==> config.mk <==
export PLATFORM = sky130hd
export DESIGN_NAME = sha512_message_padder
export DESIGN_NICKNAME = d
export VERILOG_FILES = /design/src/rtl/s512pad_pkg.sv /design/src/rtl/s512pad_ctrl.sv /design/src/rtl/s512pad_datapath.sv /design/src/rtl/sha512_message_padder.sv
export SDC_FILE = /design/constraint.sdc
export NUM_CORES = 1
export LEC_CHECK = 0
export ABC_AREA = 1
export BUFFER_PORTS_ARGS = -buffer_cell sky130_fd_sc_hd__buf_2
export CORE_AREA = 5 5 147 79
export CTS_CLUSTER_DIAMETER = 150
export DETAILED_ROUTE_END_ITERATION = 10
export DIE_AREA = 0 0 152 84
export PLACE_DENSITY = 0.85
export REMOVE_ABC_BUFFERS = 1
export SETUP_SLACK_MARGIN = 0.5
export SKIP_CTS_REPAIR_TIMING = 1
export SLEW_MARGIN = 10
export SYNTH_ARGS = -nofsm -noshare
export SYNTH_HDL_FRONTEND = slang
export SYNTH_SLANG_ARGS = --single-unit
==> constraint.sdc <==
create_clock -name clock -period 6.7 [get_ports clock]
set_input_delay 1.34 -clock clock [delete_from_list [all_inputs] [get_ports clock]]
set_output_delay 1.34 -clock clock [all_outputs]
set_load 0.01 [all_outputs]
==> src/rtl/s512pad_pkg.sv <==
// Shared types, constants and helpers of the SHA-512 message padder.
package s512pad_pkg;

   // Block offset at which the 128-bit length field starts.
   localparam logic [6:0] LEN_OFFSET  = 7'd112;
   // Marker byte appended straight after the last message byte.
   localparam logic [7:0] PAD_BYTE    = 8'h80;
   // Word indexes that carry the upper and lower halves of the 64-bit bit length.
   localparam logic [4:0] LEN_HI_WORD = 5'd30;
   localparam logic [4:0] LAST_WORD   = 5'd31;

   // Commands from the controller to the datapath.
   typedef struct packed {
      logic load_item;
      logic emit_flush;
      logic cfg_write;
   } ctrl_cmd_type;

   // Status from the datapath to the controller.
   typedef struct packed {
      logic out_free;
      logic flush_last;
   } dp_sts_type;

   // Reverses the byte order of a 32-bit word.
   function automatic logic [31:0] byte_swap(input logic [31:0] w);
      return {w[7:0], w[15:8], w[23:16], w[31:24]};
   endfunction

endpackage

==> src/rtl/s512pad_ctrl.sv <==
// Controller state machine of the SHA-512 message padder.
module s512pad_ctrl (
   input  logic                       clock,
   input  logic                       reset,
   input  logic                       req_valid,
   input  logic                       req_message_end,
   input  logic                       csr_valid,
   input  s512pad_pkg::dp_sts_type    dp_sts,
   output logic                       req_stall,
   output logic                       csr_ready,
   output logic                       busy,
   output s512pad_pkg::ctrl_cmd_type  ctrl_cmd
);
   import s512pad_pkg::*;

   localparam logic ST_IDLE  = 1'b0;
   localparam logic ST_FLUSH = 1'b1;

   logic state_ff;
   logic state_in;
   logic accept;

   // A request is taken only when idle and the output register can take a word.
   assign req_stall = (state_ff != ST_IDLE) || !dp_sts.out_free;
   assign accept    = req_valid && !req_stall;
   assign csr_ready = (state_ff == ST_IDLE);
   assign busy      = (state_ff == ST_FLUSH);

   // Commands to the datapath.
   assign ctrl_cmd.load_item  = accept;
   assign ctrl_cmd.emit_flush = (state_ff == ST_FLUSH) && dp_sts.out_free;
   assign ctrl_cmd.cfg_write  = csr_valid && csr_ready;

   // Next state: a request that ends the message starts the padding flush.
   always_comb begin
      state_in = state_ff;
      unique case (state_ff)
         ST_IDLE: begin
            if (accept && req_message_end) state_in = ST_FLUSH;
         end
         ST_FLUSH: begin
            if (dp_sts.out_free && dp_sts.flush_last) state_in = ST_IDLE;
         end
         default: begin
            state_in = ST_IDLE;
         end
      endcase
   end

   always_ff @(posedge clock) begin
      if (reset) begin
         state_ff <= ST_IDLE;
      end else begin
         state_ff <= state_in;
      end
   end

endmodule

==> src/rtl/s512pad_datapath.sv <==
// Datapath of the SHA-512 message padder: byte packing, padding words and output register.
module s512pad_datapath #(
   parameter int COUNT_BITS = 32
) (
   input  logic                       clock,
   input  logic                       reset,
   input  s512pad_pkg::ctrl_cmd_type  ctrl_cmd,
   output s512pad_pkg::dp_sts_type    dp_sts,
   input  logic [7:0]                 req_data_byte,
   input  logic                       req_byte_present,
   input  logic                       req_message_end,
   input  logic                       csr_word_byte_order,
   output logic                       rsp_valid,
   input  logic                       rsp_stall,
   output logic [31:0]                rsp_block_word,
   output logic [4:0]                 rsp_word_index,
   output logic                       rsp_first_block,
   output logic                       rsp_final_block,
   output logic                       rsp_run_last
);
   import s512pad_pkg::*;

   // Message state.
   logic [COUNT_BITS-1:0] byte_count_ff, byte_count_in;
   logic [23:0]           partial_ff, partial_in;
   logic                  in_first_ff, in_first_in;
   logic                  order_ff, order_in;

   // Flush cursor: offset of the marker byte, block within the flush, word index.
   logic [6:0]            mark_ff, mark_in;
   logic                  blk_ff, blk_in;
   logic [4:0]            widx_ff, widx_in;

   // Output register.
   logic                  rsp_valid_ff, rsp_valid_in;
   logic [31:0]           rsp_word_ff, rsp_word_in;
   logic [4:0]            rsp_index_ff, rsp_index_in;
   logic                  rsp_first_ff, rsp_first_in;
   logic                  rsp_final_ff, rsp_final_in;
   logic                  rsp_last_ff, rsp_last_in;

   // Working signals.
   logic [6:0]            pos;
   logic [31:0]           acc;
   logic [COUNT_BITS-1:0] count_next;
   logic                  byte_word_done;
   logic [63:0]           len64;
   logic                  at_pad_word;
   logic                  in_final;
   logic [31:0]           flush_le;
   logic                  flush_final;
   logic                  flush_last;

   assign rsp_valid       = rsp_valid_ff;
   assign rsp_block_word  = rsp_word_ff;
   assign rsp_word_index  = rsp_index_ff;
   assign rsp_first_block = rsp_first_ff;
   assign rsp_final_block = rsp_final_ff;
   assign rsp_run_last    = rsp_last_ff;

   assign dp_sts.out_free   = !rsp_valid_ff || !rsp_stall;
   assign dp_sts.flush_last = flush_last;

   // Place the incoming byte into its lane of the pending word.
   always_comb begin
      pos        = byte_count_ff[6:0];
      acc        = {8'd0, partial_ff};
      count_next = byte_count_ff;
      if (req_byte_present) begin
         acc        = acc | (32'(req_data_byte) << {pos[1:0], 3'b000});
         count_next = byte_count_ff + COUNT_BITS'(1);
      end
      byte_word_done = req_byte_present && (pos[1:0] == 2'd3);
   end

   // Build the current padding word in first-byte-low order.
   always_comb begin
      len64       = 64'(byte_count_ff) << 3;
      at_pad_word = !blk_ff && (widx_ff == mark_ff[6:2]);
      in_final    = blk_ff || (mark_ff < LEN_OFFSET);
      flush_le    = '0;
      if (at_pad_word) begin
         flush_le = {8'd0, partial_ff} | (32'(PAD_BYTE) << {mark_ff[1:0], 3'b000});
      end
      if (in_final && (widx_ff == LEN_HI_WORD)) flush_le = flush_le | byte_swap(len64[63:32]);
      if (in_final && (widx_ff == LAST_WORD))   flush_le = flush_le | byte_swap(len64[31:0]);
      // A word completed by the marker byte itself is reported as not final.
      flush_final = in_final && !(at_pad_word && (mark_ff[1:0] == 2'd3));
      flush_last  = in_final && (widx_ff == LAST_WORD);
   end

   // Next-state logic for message state, flush cursor and output register.
   always_comb begin
      byte_count_in = byte_count_ff;
      partial_in    = partial_ff;
      in_first_in   = in_first_ff;
      order_in      = order_ff;
      mark_in       = mark_ff;
      blk_in        = blk_ff;
      widx_in       = widx_ff;
      rsp_valid_in  = rsp_valid_ff && rsp_stall;
      rsp_word_in   = rsp_word_ff;
      rsp_index_in  = rsp_index_ff;
      rsp_first_in  = rsp_first_ff;
      rsp_final_in  = rsp_final_ff;
      rsp_last_in   = rsp_last_ff;

      if (ctrl_cmd.load_item) begin
         byte_count_in = count_next;
         partial_in    = byte_word_done ? 24'd0 : acc[23:0];
         if (byte_word_done) begin
            rsp_valid_in = 1'b1;
            rsp_word_in  = order_ff ? byte_swap(acc) : acc;
            rsp_index_in = pos[6:2];
            rsp_first_in = in_first_ff;
            rsp_final_in = 1'b0;
            rsp_last_in  = !req_message_end;
            if (pos[6:2] == LAST_WORD) in_first_in = 1'b0;
         end
         if (req_message_end) begin
            mark_in = count_next[6:0];
            blk_in  = 1'b0;
            widx_in = count_next[6:2];
         end
      end

      if (ctrl_cmd.emit_flush) begin
         rsp_valid_in = 1'b1;
         rsp_word_in  = order_ff ? byte_swap(flush_le) : flush_le;
         rsp_index_in = widx_ff;
         rsp_first_in = in_first_ff;
         rsp_final_in = flush_final;
         rsp_last_in  = flush_last;
         widx_in      = widx_ff + 5'd1;
         if (widx_ff == LAST_WORD) begin
            blk_in      = 1'b1;
            in_first_in = 1'b0;
         end
         // The last length word closes the message and readies the next one.
         if (flush_last) begin
            byte_count_in = '0;
            partial_in    = 24'd0;
            in_first_in   = 1'b1;
         end
      end

      if (ctrl_cmd.cfg_write) order_in = csr_word_byte_order;
   end

   // Control and message state registers.
   always_ff @(posedge clock) begin
      if (reset) begin
         byte_count_ff <= '0;
         partial_ff    <= 24'd0;
         in_first_ff   <= 1'b1;
         order_ff      <= 1'b0;
         rsp_valid_ff  <= 1'b0;
      end else begin
         byte_count_ff <= byte_count_in;
         partial_ff    <= partial_in;
         in_first_ff   <= in_first_in;
         order_ff      <= order_in;
         rsp_valid_ff  <= rsp_valid_in;
      end
   end

   // Payload and flush cursor registers.
   always_ff @(posedge clock) begin
      mark_ff      <= mark_in;
      blk_ff       <= blk_in;
      widx_ff      <= widx_in;
      rsp_word_ff  <= rsp_word_in;
      rsp_index_ff <= rsp_index_in;
      rsp_first_ff <= rsp_first_in;
      rsp_final_ff <= rsp_final_in;
      rsp_last_ff  <= rsp_last_in;
   end

endmodule

==> src/rtl/sha512_message_padder.sv <==
// Top level of the SHA-512 message padder.
//
// Takes a message one byte per request and returns the 32-bit words of its padded
// 128-byte SHA-512 blocks, each tagged with its word index and first/final block
// flags. A request carrying a byte yields a word whenever it completes four bytes;
// a bare request that neither carries a byte nor ends the message yields nothing.
// After a request that ends the message, the padding flush emits one word per cycle
// from the single output register while the output does not stall: 32 - m/4 words
// when the marker offset m is below 112, otherwise 64 - m/4 words, during which no
// request is taken. The configuration write sets the byte order within a word and
// is taken while idle.
module sha512_message_padder #(
   parameter int COUNT_BITS = 32
) (
   input  logic        clock,
   input  logic        reset,
   input  logic        req_valid,
   output logic        req_stall,
   input  logic [7:0]  req_data_byte,
   input  logic        req_byte_present,
   input  logic        req_message_end,
   output logic        rsp_valid,
   input  logic        rsp_stall,
   output logic [31:0] rsp_block_word,
   output logic [4:0]  rsp_word_index,
   output logic        rsp_first_block,
   output logic        rsp_final_block,
   output logic        rsp_run_last,
   input  logic        csr_valid,
   output logic        csr_ready,
   input  logic        csr_word_byte_order
);
   import s512pad_pkg::*;

   ctrl_cmd_type ctrl_cmd;
   dp_sts_type   dp_sts;
   logic         busy;

   // Controller.
   s512pad_ctrl u_ctrl (
      .clock           (clock),
      .reset           (reset),
      .req_valid       (req_valid),
      .req_message_end (req_message_end),
      .csr_valid       (csr_valid),
      .dp_sts          (dp_sts),
      .req_stall       (req_stall),
      .csr_ready       (csr_ready),
      .busy            (busy),
      .ctrl_cmd        (ctrl_cmd)
   );

   // Datapath.
   s512pad_datapath #(
      .COUNT_BITS (COUNT_BITS)
   ) u_datapath (
      .clock               (clock),
      .reset               (reset),
      .ctrl_cmd            (ctrl_cmd),
      .dp_sts              (dp_sts),
      .req_data_byte       (req_data_byte),
      .req_byte_present    (req_byte_present),
      .req_message_end     (req_message_end),
      .csr_word_byte_order (csr_word_byte_order),
      .rsp_valid           (rsp_valid),
      .rsp_stall           (rsp_stall),
      .rsp_block_word      (rsp_block_word),
      .rsp_word_index      (rsp_word_index),
      .rsp_first_block     (rsp_first_block),
      .rsp_final_block     (rsp_final_block),
      .rsp_run_last        (rsp_run_last)
   );

   // A request that ends the message always starts the flush.
   assert property (@(posedge clock) disable iff (reset)
      (req_valid && !req_stall && req_message_end) |=> busy)
      else $error("end of message did not start the padding flush");

   // The last word of the final block closes the run.
   assert property (@(posedge clock) disable iff (reset)
      (rsp_valid && rsp_final_block && (rsp_word_index == LAST_WORD)) |-> rsp_run_last)
      else $error("final block word 31 not marked as run end");

   // Within the final block the run can only close on word 31.
   assert property (@(posedge clock) disable iff (reset)
      (rsp_valid && rsp_final_block && rsp_run_last) |-> (rsp_word_index == LAST_WORD))
      else $error("final block run closed before word 31");

endmodule
==> impl_metrics.toml <==
[outcome]
status = "completed"

[sta]
slew_headroom_pct = 20.85
worstMarginPinSlew_ns = 1.186
fin_ws_ns = 3.004
report.final.slew_viol_count = 0
final.setup.tns_ns = 0
finalSetupViolations = 0
hold_violations = 0
rsz0062_at_grt = "no"
finalCriticalPeriod_ns = 3.696
fmax_mhz = 270.6
period_share_pct = 55.16
fin_skew_ns = 0.009022

[detailed_routing]
first_pass_iters = 6
drtIter0Drc = 870
ant_nets = 0
wl_mm = 18.26
wl_per_cell_um = 16.95
drc = 0
drt-vias-per-instance = 5.966
route.vias.total = 6425

[synth]
yosysUniqueCellTypes = 35
synth_largest_area_cell = "edfxtp_1"
synth_top_area_share_pct = 24.20
ys_seq_area_share_pct = 43.13
syn_area_per_cell_um2 = 7.281
synth_area_leaders = "edfxtp_1 24%, dfxtp_1 19%, nand2_1 13%"
ys_ff_latch = 113
synthCells = 886
synth_area_um2 = 6451
ys_warn_count = 0

[finish]
nFillCells = 872
seq_area_um2 = 2784
nets = 940
fin_util_pct = 70.53
finalNonFillerCells = 1077
syn_to_final_growth_pct = 13.75
drive_gt1_share_pct = 13.41
layout_common_cells = "226 x nand2_1, 149 x nand3_1, 75 x nor2_1"
layout_commonest_cell = "nand2_1"
multi_input_area_um2 = 3178
antenna_cells = 0

[floorplan]
die_w_um = 152
pin_count = 59
die_h_um = 84
fp.coreArea_um2 = 10410
rows = 27
start_util_pct = 62.00
die_area_um2 = 12770

[place]
hpwl_mm = 11.68
pre_cts_ws_ns = 2.687
portBuffers = 58
placed_cells = 1045
gp_congestion = 0.9727

[critical_path]
start_kind = "primary input"
path_cells = "buf_2 -> nand2_2 -> nand2_2 -> buf_4 -> inv_2 -> nand3_2 -> nand2_2 -> inv_2 -> nand2_2 -> nor2_1"
cp.arrival_ns = 4.03
cp_slowest_cell = "buf_4"
r2r_start = "u_datapath.rsp_valid"
required_ns = 7.03
path_max_fanout = 61
worstSetupPathType = "in -> reg"
reg2regPathDepth = 9
crit_top_cell = "nand2_2"
cp-end-kind = "flip-flop"
r2r_end = "u_datapath.partial_ff[10]"
cp_slowest_stage_delay_ns = 0.53
reg2reg_slack_ns = 3.66

[global_routing]
grtUsageMet1_pct = 43.88
use_met3_pct = 8.856
grt_max_degree = 66
first_global_vias = 5935
grt_overflow = 0
use_met2_pct = 40.50
grt_first_pass_wirelength_mm = 30.26
busiest_layer = "met1"
grt_usage_pct = 29.28
antenna_found_initial = 0

[cts]
clock_sinks = 113
cts_root_buf = "clkbuf_16"
cts_tree = "built"
cts_buffers = 17
insertion_delay_ns = 0.41
cts.clk_slew.worst_paths_ns = 0.05
ctsLongestPathBuffers = 2
htree_levels = 4

[pwr]
swShare_pct = 26.28
power_frac_seq_pct = 40.0
pwr_density_cell_nw_per_um2 = 269.5
vdd_drop_max_mv = 0.1840
pwr-share-clk_pct = 46.2
p_switching_w = 0.0005198
intPower_w = 0.001458
leakagePower_nw = 3.129
power_frac_comb_pct = 13.7

[hold_path]
hp-start = "u_datapath.in_first_ff"
min_to = "u_datapath.rsp_first_block"
min_path_cells = 0
hold_path.class = "reg -> reg"

[flow_run]
cap_violations = 0
## power by group through the flow
stage	Sequential [W]	Clock (W)	Combinational, W
after floorplan	0.000816	0	0.000163
after global placement	0.000803	0	0.000258
after detailed placement	0.000804	0	0.000263
after CTS	0.000791	0.000914	0.000266
after global routing	0.000795	0.000951	0.000304
final	0.000792	0.000914	0.000271
## per-stage QoR
stage          total power [W]  cell area (um^2)  hold WS [ns]
2_1_floorplan        0.0009788              6232        0.4073
3_3_place_gp          0.001061              6745        0.4585
3_5_place_dp          0.001067              6745        0.4502
4_1_cts               0.001972              7338        0.4768
5_1_grt               0.002051              7338        0.4861
6_report              0.001978              7338        0.4650
## critical path: cells and delay by family
kind	cells	cell delay (ns)
buf+inv	4	1.46
simple gates	6	1.20
## worst max path at each step
stage	depth (start not counted)	start	to	slack, ns
6_report	10	rsp_stall	u_datapath.partial_ff[10]	3.00
5_1_grt	10	rsp_stall	u_datapath.partial_ff[10]	2.81
4_1_cts	10	rsp_stall	u_datapath.partial_ff[4]	3.11
3_5_place_dp	10	rsp_stall	u_datapath.partial_ff[4]	2.69
3_3_place_gp	10	rsp_stall	u_datapath.partial_ff[10]	2.78
2_1_floorplan	5	rsp_stall	u_datapath.rsp_block_word[0]	3.28
## cell usage after synthesis
library cell  instances
nand2_4               1
a211oi_1              3
dfxtp_1              61
and2_1                1
buf_1                 3
nor3_1                9
a21oi_1              60
nand3_1             149
and3_1                1
inv_1                68
edfxtp_1             52
inv_2                 5
xor2_1               10
a21o_1                1
xnor2_1               3
clkbuf_1             24
buf_2                19
nor2_4                7
nand2_2               9
nand3b_1              3
buf_4                 3
nand3_2               4
nand2_1             227
o221ai_1              1
o21ai_0              19
o21ai_1               3
a31oi_1              26
nand4_1               8
nor3_2                2
ha_1                  5
nor2_1               75
nor2_2                6
o211ai_1             14
o22ai_1               1
o21bai_1              3
## registers in the layout, summed over array words and instances, names as in the netlist
register / count
u_ctrl.busy: 1
u_datapath.blk_ff: 1
u_datapath.byte_count_ff: 32
u_datapath.in_first_ff: 1
u_datapath.mark_ff: 7
u_datapath.order_ff: 1
u_datapath.partial_ff: 24
u_datapath.rsp_block_word: 32
u_datapath.rsp_final_block: 1
u_datapath.rsp_first_block: 1
u_datapath.rsp_run_last: 1
u_datapath.rsp_valid: 1
u_datapath.rsp_word_index: 5
u_datapath.widx_ff: 5
## routing by layer
layer | part of all wire [%] | vias to the layer above | wire, um
met3 | 13 | 39 | 2447
met5 | 0 | - | 0
li1 | - | 3052 | -
met2 | 39 | 432 | 7123
met1 | 46 | 2902 | 8374
met4 | 1.7 | 0 | 312
## layout make-up
type                            instances  area share (%)
Multi-Input combinational cell        651           43.31
Sequential cell                       113           37.94
Clock buffer                           25           6.616
Timing Repair Buffer                   63           4.467
Inverter                               73           3.734
Tap cell                              145           2.472
Clock inverter                          7           1.466
## cells by family after synthesis
| group | share of synthesized area, % |
|---|---|
| xor+xnor | 1.765 |
| buf+inv | 7.642 |
| flops | 43.13 |
| simple gates | 34.93 |
| fa+ha+maj | 0.9697 |
| compound gates | 11.56 |
No activity file was read; power rests on OpenSTA's default activity.
